## config.mk

```make
export PLATFORM = sky130hd
export DESIGN_NAME = double_ended_queue_core
export DESIGN_NICKNAME = d
export VERILOG_FILES = /design/src/deq_pkg.sv /design/src/deq_ctrl.sv /design/src/deq_datapath.sv /design/src/double_ended_queue_core.sv
export SDC_FILE = /design/constraint.sdc
export NUM_CORES = 1
export LEC_CHECK = 0
export BUFFER_PORTS_ARGS = -buffer_cell sky130_fd_sc_hd__buf_2
export CORE_UTILIZATION = 60
export CTS_CLUSTER_SIZE = 8
export DETAILED_ROUTE_END_ITERATION = 16
export PLACE_DENSITY_LB_ADDON = 0.05
export SYNTH_ARGS = -nofsm -noshare
export SYNTH_HDL_FRONTEND = slang
export SYNTH_HIERARCHICAL = 1
export SYNTH_SLANG_ARGS = --single-unit
```

## constraint.sdc

```tcl
create_clock -name clk -period 5.45 [get_ports clk]
set_input_delay 0.2725 -clock clk [delete_from_list [all_inputs] [get_ports clk]]
set_output_delay 0.2725 -clock clk [all_outputs]
set_load 0.02 [all_outputs]
```

## src/deq_pkg.sv

```systemverilog
// shared types, codes and defaults of the double-ended queue
package deq_pkg;

	// default number of entries
	localparam int DEFAULT_DEPTH = 16;

	// operation codes
	localparam logic [2:0] OP_PUSH_FRONT = 3'd0;
	localparam logic [2:0] OP_PUSH_BACK  = 3'd1;
	localparam logic [2:0] OP_POP_FRONT  = 3'd2;
	localparam logic [2:0] OP_POP_BACK   = 3'd3;
	localparam logic [2:0] OP_DUMP       = 3'd4;

	// result status codes
	localparam logic [1:0] ST_OK    = 2'd0;
	localparam logic [1:0] ST_EMPTY = 2'd1;
	localparam logic [1:0] ST_FULL  = 2'd2;

	// commands from the controller to the datapath
	typedef struct packed {
		logic       push_front;
		logic       push_back;
		logic       pop_front;
		logic       pop_back;
		logic       dump_start;
		logic       dump_next;
		logic       load_res;
		logic [1:0] res_status;
		logic       emit;
		logic       emit_last;
	} deq_cmd_t;

	// status from the datapath to the controller
	typedef struct packed {
		logic empty;
		logic full;
		logic dump_last;
		logic out_free;
	} deq_sts_t;

endpackage

```

## src/deq_ctrl.sv

```systemverilog
// controller state machine of the double-ended queue
module deq_ctrl (
	input  logic              clk,
	input  logic              arst_n,
	input  logic              in_valid,
	output logic              in_stall,
	input  logic [2:0]        operation,
	input  deq_pkg::deq_sts_t sts,
	output deq_pkg::deq_cmd_t cmd
);

	localparam logic [0:0] S_IDLE = 1'b0;
	localparam logic [0:0] S_EMIT = 1'b1;

	logic [0:0] state_q;
	logic [0:0] state_d;
	logic       single_q;
	logic       single_d;
	logic       accept;

	// items are taken only when idle and the output register can take a result
	assign in_stall = (state_q != S_IDLE) || !sts.out_free;
	assign accept   = in_valid && !in_stall;

	// next state and command decode
	always_comb begin
		cmd      = '0;
		state_d  = state_q;
		single_d = single_q;
		unique case (state_q)
			S_IDLE: begin
				if (accept) begin
					unique case (operation)
						deq_pkg::OP_PUSH_FRONT, deq_pkg::OP_PUSH_BACK: begin
							cmd.load_res = 1'b1;
							if (sts.full) begin
								cmd.res_status = deq_pkg::ST_FULL;
							end else begin
								cmd.res_status = deq_pkg::ST_OK;
								cmd.push_front = (operation == deq_pkg::OP_PUSH_FRONT);
								cmd.push_back  = (operation == deq_pkg::OP_PUSH_BACK);
							end
						end
						deq_pkg::OP_POP_FRONT, deq_pkg::OP_POP_BACK: begin
							if (sts.empty) begin
								cmd.load_res   = 1'b1;
								cmd.res_status = deq_pkg::ST_EMPTY;
							end else begin
								cmd.pop_front = (operation == deq_pkg::OP_POP_FRONT);
								cmd.pop_back  = (operation == deq_pkg::OP_POP_BACK);
								state_d       = S_EMIT;
								single_d      = 1'b1;
							end
						end
						deq_pkg::OP_DUMP: begin
							if (sts.empty) begin
								cmd.load_res   = 1'b1;
								cmd.res_status = deq_pkg::ST_EMPTY;
							end else begin
								cmd.dump_start = 1'b1;
								state_d        = S_EMIT;
								single_d       = 1'b0;
							end
						end
						default: begin
						end
					endcase
				end
			end
			S_EMIT: begin
				if (sts.out_free) begin
					cmd.emit      = 1'b1;
					cmd.emit_last = single_q || sts.dump_last;
					if (single_q || sts.dump_last) begin
						state_d = S_IDLE;
					end else begin
						cmd.dump_next = 1'b1;
					end
				end
			end
			default: begin
				state_d = S_IDLE;
			end
		endcase
	end

	// state registers
	always_ff @(posedge clk or negedge arst_n) begin
		if (!arst_n) begin
			state_q  <= S_IDLE;
			single_q <= 1'b0;
		end else begin
			state_q  <= state_d;
			single_q <= single_d;
		end
	end

	// no queue update while results are being streamed
	a_no_update_in_emit: assert property (@(posedge clk) disable iff (!arst_n)
		(state_q == S_EMIT) |-> !(cmd.push_front || cmd.push_back ||
		cmd.pop_front || cmd.pop_back || cmd.dump_start))
		else $error("queue update while streaming results");

	// a result is only loaded when the output register is free
	a_emit_free: assert property (@(posedge clk) disable iff (!arst_n)
		(cmd.emit || cmd.load_res) |-> sts.out_free)
		else $error("result loaded into busy output register");

	// the last streamed result returns the controller to idle
	a_last_idle: assert property (@(posedge clk) disable iff (!arst_n)
		(cmd.emit && cmd.emit_last) |=> (state_q == S_IDLE))
		else $error("controller did not return to idle after last result");

endmodule

```

## src/deq_datapath.sv

```systemverilog
// ring buffer storage, pointers and output register of the double-ended queue
module deq_datapath #(
	parameter int DEPTH = deq_pkg::DEFAULT_DEPTH
) (
	input  logic               clk,
	input  logic               arst_n,
	input  logic signed [31:0] value,
	input  deq_pkg::deq_cmd_t  cmd,
	output deq_pkg::deq_sts_t  sts,
	output logic               out_valid,
	input  logic               out_stall,
	output logic signed [31:0] value_res,
	output logic [1:0]         status,
	output logic               last
);

	localparam int AW = $clog2(DEPTH);
	localparam int CW = $clog2(DEPTH + 1);
	localparam logic [AW:0]   DEPTH_W = (AW + 1)'(DEPTH);
	localparam logic [AW-1:0] LAST_SLOT = AW'(DEPTH - 1);

	logic signed [31:0] mem [DEPTH];
	logic signed [31:0] rd_data_q;
	logic [AW-1:0]      front_q;
	logic [CW-1:0]      count_q;
	logic [AW-1:0]      offset_q;
	logic               out_valid_q;
	logic signed [31:0] value_res_q;
	logic [1:0]         status_q;
	logic               last_q;

	logic [AW-1:0] wr_addr;
	logic [AW-1:0] rd_addr;
	logic          rd_en;
	logic [AW-1:0] front_dec;
	logic [AW-1:0] front_inc;
	logic [AW-1:0] count_lo;
	logic [AW-1:0] count_m1;
	logic [AW-1:0] offset_inc;

	// front index plus an offset, wrapped into the ring
	function automatic logic [AW-1:0] slot_of(input logic [AW-1:0] base,
		input logic [AW-1:0] off);
		logic [AW:0] sum;
		sum = {1'b0, base} + {1'b0, off};
		if (sum >= DEPTH_W) begin
			sum = sum - DEPTH_W;
		end
		return sum[AW-1:0];
	endfunction

	// pointer arithmetic
	assign count_lo   = count_q[AW-1:0];
	assign count_m1   = count_lo - AW'(1);
	assign offset_inc = offset_q + AW'(1);
	assign front_dec  = (front_q == '0) ? LAST_SLOT : front_q - AW'(1);
	assign front_inc  = slot_of(front_q, AW'(1));

	// write and read addresses
	assign wr_addr = cmd.push_front ? front_dec : slot_of(front_q, count_lo);
	always_comb begin
		priority if (cmd.pop_back) begin
			rd_addr = slot_of(front_q, count_m1);
		end else if (cmd.dump_next) begin
			rd_addr = slot_of(front_q, offset_inc);
		end else begin
			rd_addr = front_q;
		end
	end
	assign rd_en = cmd.pop_front || cmd.pop_back || cmd.dump_start || cmd.dump_next;

	// entry storage with registered read
	always_ff @(posedge clk) begin
		if (cmd.push_front || cmd.push_back) begin
			mem[wr_addr] <= value;
		end
		if (rd_en) begin
			rd_data_q <= mem[rd_addr];
		end
	end

	// front index, count and dump offset
	always_ff @(posedge clk or negedge arst_n) begin
		if (!arst_n) begin
			front_q  <= '0;
			count_q  <= '0;
			offset_q <= '0;
		end else begin
			if (cmd.push_front) begin
				front_q <= front_dec;
			end else if (cmd.pop_front) begin
				front_q <= front_inc;
			end
			if (cmd.push_front || cmd.push_back) begin
				count_q <= count_q + CW'(1);
			end else if (cmd.pop_front || cmd.pop_back) begin
				count_q <= count_q - CW'(1);
			end
			if (cmd.dump_start) begin
				offset_q <= '0;
			end else if (cmd.dump_next) begin
				offset_q <= offset_inc;
			end
		end
	end

	// output register
	always_ff @(posedge clk or negedge arst_n) begin
		if (!arst_n) begin
			out_valid_q <= 1'b0;
		end else if (cmd.load_res || cmd.emit) begin
			out_valid_q <= 1'b1;
		end else if (!out_stall) begin
			out_valid_q <= 1'b0;
		end
	end

	always_ff @(posedge clk) begin
		if (cmd.load_res) begin
			value_res_q <= '0;
			status_q    <= cmd.res_status;
			last_q      <= 1'b1;
		end else if (cmd.emit) begin
			value_res_q <= rd_data_q;
			status_q    <= deq_pkg::ST_OK;
			last_q      <= cmd.emit_last;
		end
	end

	assign out_valid = out_valid_q;
	assign value_res = value_res_q;
	assign status    = status_q;
	assign last      = last_q;

	// status toward the controller
	assign sts.empty     = (count_q == '0);
	assign sts.full      = (count_q == CW'(DEPTH));
	assign sts.dump_last = ((CW'(offset_q) + CW'(1)) == count_q);
	assign sts.out_free  = !out_valid_q || !out_stall;

	// occupancy never exceeds the ring size
	a_count_range: assert property (@(posedge clk) disable iff (!arst_n)
		count_q <= CW'(DEPTH))
		else $error("count above depth");

	// front index stays inside the ring
	a_front_range: assert property (@(posedge clk) disable iff (!arst_n)
		{1'b0, front_q} < DEPTH_W)
		else $error("front index outside ring");

	// a push is never issued into a full queue
	a_push_not_full: assert property (@(posedge clk) disable iff (!arst_n)
		(cmd.push_front || cmd.push_back) |-> !sts.full)
		else $error("push into full queue");

	// a successful push grows the queue by one
	a_push_count: assert property (@(posedge clk) disable iff (!arst_n)
		(cmd.push_front || cmd.push_back) |=> (count_q == $past(count_q) + CW'(1)))
		else $error("push did not grow the queue");

endmodule

```

## src/double_ended_queue_core.sv

```systemverilog
// top level of the double-ended queue
//
// Bounded double-ended queue of signed 32-bit values in a ring buffer of
// DEPTH entries. The input channel (in_valid, in_stall, operation, value)
// takes one operation per item: push front, push back, pop front, pop back
// or dump. Codes 5 to 7 are accepted and dropped without a result.
// The output channel (out_valid, out_stall, value_res, status, last) gives
// one result per push or pop, and one result per stored entry for a dump,
// front to back, with last set on the final one. Empty pops and dumps give
// status empty, a push to a full queue gives status full and changes nothing.
// Pushes and refused operations produce their result in the cycle after the
// item is taken; pops and dumps first read the entry memory into a read
// register, then move it into the output register, one result a cycle while
// the receiver does not stall. The single read port of the entry memory sets
// that pace. in_stall stays high while a pop or dump result is pending, so
// no new item is taken before the last result of a pop or dump is loaded.
// When the receiver stalls, the result is held in the output register and
// streaming pauses. Reset empties the queue at once; no clearing pass.
module double_ended_queue_core #(
	parameter int DEPTH = deq_pkg::DEFAULT_DEPTH
) (
	input  logic               clk,
	input  logic               arst_n,
	input  logic               in_valid,
	output logic               in_stall,
	input  logic [2:0]         operation,
	input  logic signed [31:0] value,
	output logic               out_valid,
	input  logic               out_stall,
	output logic signed [31:0] value_res,
	output logic [1:0]         status,
	output logic               last
);

	deq_pkg::deq_cmd_t cmd;
	deq_pkg::deq_sts_t sts;

	// operation sequencing
	deq_ctrl u_ctrl (
		.clk       (clk),
		.arst_n    (arst_n),
		.in_valid  (in_valid),
		.in_stall  (in_stall),
		.operation (operation),
		.sts       (sts),
		.cmd       (cmd)
	);

	// storage, pointers and result register
	deq_datapath #(
		.DEPTH (DEPTH)
	) u_datapath (
		.clk       (clk),
		.arst_n    (arst_n),
		.value     (value),
		.cmd       (cmd),
		.sts       (sts),
		.out_valid (out_valid),
		.out_stall (out_stall),
		.value_res (value_res),
		.status    (status),
		.last      (last)
	);

endmodule
```

Word-level counts from Yosys, hierarchy flattened
Memories as Yosys holds them, arrays and structs flattened. A register that Yosys moved wholly into a read port is not among the register bits.
Index checks and enable logic that the tools add are counted.
{ "word_totals": {"regBits": 51, "latchBits": 0, "mem_bits_rw": 512, "rom_bits": 0, "input_bits": 39, "elab_cells": 108, "n_memories": 1} }
{ "classes": {"add_sub_neg": 14, "mul": 0, "div_mod_pow": 0, "order_cmp": 4, "eq_ne": 9, "shifts": 0, "muxes": 45, "bitwise": 1, "reduce_logical": 25} }
{ "mem_list": {"columns": ["name", "words", "width", "read_ports", "rd_clocked_by_memory_dff", "wr", "line", "text"], "rows": [
  ["u_datapath.mem", 16, 32, 1, 1, 1, "deq_datapath.sv:22", "logic signed [31:0] mem [DEPTH];"]
]} }
{ "op_table": {"columns": ["operator", "n"], "rows": [
  ["4-bit two-way mux", 12],
  ["4-bit by 1-bit subtractor with 4-bit output (second input constant)", 6],
  ["5-bit >= comparator (second input constant)", 4],
  ["5-bit two-way mux", 4],
  ["2-bit two-way mux", 9],
  ["4-bit by 4-bit adder with 5-bit output", 3],
  ["1-bit two-way mux", 14],
  ["4-bit by 1-bit adder with 5-bit output (second input constant)", 2],
  ["2-bit nonzero test", 5],
  ["3-bit two-way mux", 3],
  ["1-bit logical OR", 8],
  ["3-bit by 2-bit equality test with 1-bit output (second input constant)", 2],
  ["3-bit case mux with 2 select lines", 1],
  ["5-bit by 1-bit adder with 5-bit output (second input constant)", 1],
  ["5-bit equality test", 1],
  ["5-bit equality test (second input constant)", 1],
  ["5-bit zero test", 1],
  ["5-bit AND reduction", 1],
  ["5-bit by 1-bit subtractor with 5-bit output (second input constant)", 1],
  ["4-bit by 1-bit adder with 4-bit output (second input constant)", 1],
  ["1-bit zero test", 4],
  ["4-bit zero test", 1],
  ["2-bit != test (second input constant)", 2],
  ["1-bit case mux with 2 select lines", 2],
  ["other kinds (8)", 9]
]} }

Depth between registers and ports, before layout
{ "depth": {"word_depth": 11, "mapped_depth": 16} }

By module
The synthesis kept the hierarchy.
{ "modules_own_cells": {"columns": ["mod", "instances", "cells_each", "area_per_inst_um2", "seq_area_each_um2"], "rows": [
  ["deq_datapath", 1, 1804, 23601.4, 17406.7],
  ["deq_ctrl", 1, 34, 245.2, 50.0]
]} }

Worst setup path after synthesis
No wires, ideal clock.
{ "synth_path": {"kind": "reg2reg", "start": "register u_datapath.count_q[0]", "end": "memory u_datapath.mem[12][0] (enable)", "setup_time_ns": 0.421, "arrival_ns": 3.379, "required_time_ns": 5.029, "slack_ns": 1.650, "stages_incl_launch_ff": 10, "path_buffers": 2, "period_less_slack_ns": 3.800, "cell_sequence": "dfrtp_1 > inv_1 > ha_1 > nor4bb_1 > nor3_1 > clkbuf_1 > clkbuf_1 > o21ai_0 > nand2_1 > nor2_1"} }
{ "synth_lines": {"columns": ["item", "line", "text"], "rows": [
  ["start, declared", "deq_datapath.sv:25", "logic [CW-1:0] count_q;"],
  ["start signal, assigned", "deq_datapath.sv:95", "count_q <= count_q + CW'(1);"],
  ["start signal, assigned", "deq_datapath.sv:97", "count_q <= count_q - CW'(1);"],
  ["end, declared", "deq_datapath.sv:22", null]
]} }

==> flow_summary.json <==
{
  "antenna_found_initial": 2,
  "cts_buffers": 84,
  "coreArea_um2": 38920,
  "setup-violations-final": 0,
  "fin_nets": 2009,
  "h-tree-depth": 3,
  "timing.rr.start": "u_datapath/offset_q[0]",
  "synthSimpleGateAreaFrac": 0.1568,
  "post_cts_buffers": 0,
  "hold_class": "in2reg",
  "drtAntennaViolNets": 0,
  "start_util": 0.6128,
  "die_w_um": 201.4,
  "max_slew_margin": 0.2829,
  "ys.flop_type": "edfxtp_1",
  "ir_worst_vdd_uv": 522.5,
  "synth_compound_area_frac": 0.03883,
  "hold_path.startpoint": "out_stall",
  "wl_per_cell_um": 22.72,
  "path_clk_slew_ns": 0.06,
  "avgSynthCellArea_um2": 12.97,
  "rsz0062_at_grt": "no",
  "finalHoldViolations": 0,
  "post_cts_resized": 0,
  "grt_use_total": 0.2907,
  "syn-cell-area_um2": 23850,
  "grt_max_degree": 106,
  "synth-seq-cells": 595,
  "placed_area_um2": 25120,
  "drive_gt1_frac": 0.1235,
  "cts_root_buf": "clkbuf_16",
  "syn_to_final_growth_pct": 15.68,
  "io_pins": 76,
  "setup_ws_ns": 1.137,
  "fin_crit_ns": 4.313,
  "finClkSkew_ns": 0.01735,
  "die_h_um": 201.4,
  "gp_congestion": 0.8158,
  "drc": 0,
  "worstHoldPathCells": 3,
  "finalMaxSlewViolations": 0,
  "dr.pass1.iters": 5,
  "clockBufferDepth": 3,
  "layout_commonest_cell": "edfxtp_1",
  "worst-endpoint-arrival_ns": 4.63,
  "fin_area_um2": 27590,
  "seq_area_frac_synth": 0.7320,
  "max_slew.worst_pin.slew_ns": 1.076,
  "cp-end-kind": "register",
  "muxShareOfSynthArea": 0.02938,
  "overflow": 0,
  "cap_violations": 0,
  "power_leakage_uw": 0.009748,
  "numPortBuffers": 75,
  "place_ws_ns": 1.131,
  "routed_wl_um": 57590,
  "rrSetupSlack_ns": 1.14,
  "synth_cells": 1838,
  "synth_edf_count": 546,
  "viasPerCell": 5.886,
  "grt_pass1_vias": 14710,
  "hpwlAfterDp_um": 29560,
  "hold-path-endpoint": "u_datapath/out_valid",
  "power_uw": 18440,
  "fin_crit_sh": 0.7913,
  "required_ns": 5.76,
  "grt_pass1_wl_um": 87740,
  "syn_nets": 1898,
  "max_freq_ghz": 0.2319,
  "crit_path_start_kind": "register",
  "cts_tree": "yes",
  "std_cell_rows": 72,
  "yosysWarnings": 6,
  "path_class": "reg2reg",
  "vias": 14920,
  "drt_iter0_markers": 1353,
  "r2r_cells": 14,
  "ctsHoldBuffers": 4,
  "outcome": "completed",
  "power_density_nw_per_um2": 668.5,
  "critPathMaxFanout": 35,
  "clock_sinks": 595,
  "clk_latency_ns": 0.60,
  "yosys.area_share.xor_xnor": 0.009130,
  "nFillCells": 2698,
  "fin_tns_setup_ns": 0,
  "synthAdderAreaFrac": 0.01228,
  "final_cell_mix": "edfxtp_1, nand2_1, nor2_1",
  "dieArea_um2": 40550,
  "synthArstFlopShare": 0.02689,
  "r2r_end": "u_datapath/rd_data_q[18]",
  "synth.distinct_cells": 66,
  "synth_top_family_by_area": "simple AND/OR/NAND/NOR gates"
}
[Yosys cell counts (2+ instances only)]
master     number  area [um^2]
a21o_1          6        45.04
buf_2          29        145.1
inv_1          14        52.55
xor2_1         13        113.9
nor2b_1         2        12.51
and2_1          5        31.28
dfxtp_1        33        660.6
mux2i_1        70        700.7
a21oi_1        12        60.06
and3_1          2        12.51
edfxtp_1      546        16400
nor2_1        256        960.9
nand3b_1        2        15.01
o22ai_1         2        12.51
buf_1          12        45.04
dfrtp_1        16        400.4
nand3_1       195        975.9
nand2_1       411         1543
a211oi_1        2        15.01
ha_1           17        212.7
xnor2_1        10        87.58
fa_1            4        80.08
o2111ai_1      64        560.5
o21ai_0        12        60.06
o21a_1          4        30.03
nor3_1          4        20.02
buf_8           3        45.04
clkbuf_1       54        202.7
[sequential cells by signal, summed over array words and instances, names as in the netlist]
signal and cells:
u_datapath/count_q 5, u_datapath/front_q 4, u_datapath/out_valid 1, u_datapath/last 1, u_datapath/mem 512, u_ctrl/state_q 1
u_ctrl/single_q 1, u_datapath/status 2, u_datapath/value_res 32, u_datapath/rd_data_q 32, u_datapath/offset_q 4
[kinds of logic (layout without fill, tap and decap cells)]
kind of cell    after synthesis  after routing
mux                          70             70
compound gates              116            116
xor+xnor                     24             24
flops                       595            595
fa+ha+maj                    21             21
simple gates                897            897
buf+inv                     115            293
other cells                   0              1
[worst max-delay path by stage]
stage | from | end | cells past startpoint
after CTS | u_datapath/offset_q[0] | u_datapath/rd_data_q[10] | 15
after global routing | u_datapath/count_q[0] | u_datapath/rd_data_q[28] | 12
after floorplan | u_datapath/count_q[0] | u_datapath/mem[12][0] | 9
after global placement | u_datapath/offset_q[0] | u_datapath/rd_data_q[18] | 14
after detailed placement | u_datapath/offset_q[0] | u_datapath/rd_data_q[10] | 15
final | u_datapath/offset_q[0] | u_datapath/rd_data_q[18] | 14
[cell type report]
| type | instances | area [um^2] | share of cell area |
|---|---|---|---|
| tap | 518 | 648.1 | 0.02350 |
| timing repair buffer | 125 | 923.4 | 0.03347 |
| clock buffer | 147 | 2360 | 0.08554 |
| multi-input combinational | 1128 | 6072 | 0.2201 |
| inverter | 15 | 56.30 | 0.002041 |
| sequential | 595 | 17460 | 0.6328 |
| clock inverter | 6 | 66.31 | 0.002404 |
| antenna | 1 | 2.502 | 0.00009072 |
[through the flow]
step | std cells | hold WS (ns) | util
floorplan | 1838 | -0.02309 | -
global placement | 2377 | 0.2256 | 0.6454
CTS | 2534 | 0.01734 | 0.7088
finish | 2535 | 0.03944 | 0.7088
detailed placement | 2377 | 0.2337 | 0.6454
global route | 2535 | 0.05020 | 0.7088
[power by group]
group | switching [uW] | internal, uW | total (uW)
clock | 1840 | 2910 | 4750
combinational | 5120 | 2620 | 7730
sequential | 290 | 5670 | 5960
total | 7240 | 11200 | 18400
[layer usage]
layer / global-route usage / wire, um / up-vias
li1: - / - / 6854
met1: 0.4128 / 24470 / 7405
met2: 0.4669 / 27630 / 570
met3: 0.04632 / 4358 / 91
met4: 0.08874 / 1118 / 2
met5: 0 / 10 / -
[worst max-delay path: stages, from the launching register on]
cell       delay, ns
dfrtp_1         0.46
ha_1            0.30
xor2_1          0.27
mux2i_1         0.11
a2bb2oi_1       0.14
nor4_1          0.55
nor3_1          0.13
buf_4           0.21
inv_2           0.11
mux2i_1         0.39
a32o_4          0.71
buf_4           0.30
nand3_1         0.10
o2111ai_1       0.10
mux2i_1         0.11
Power figures use the tool's default switching activity.
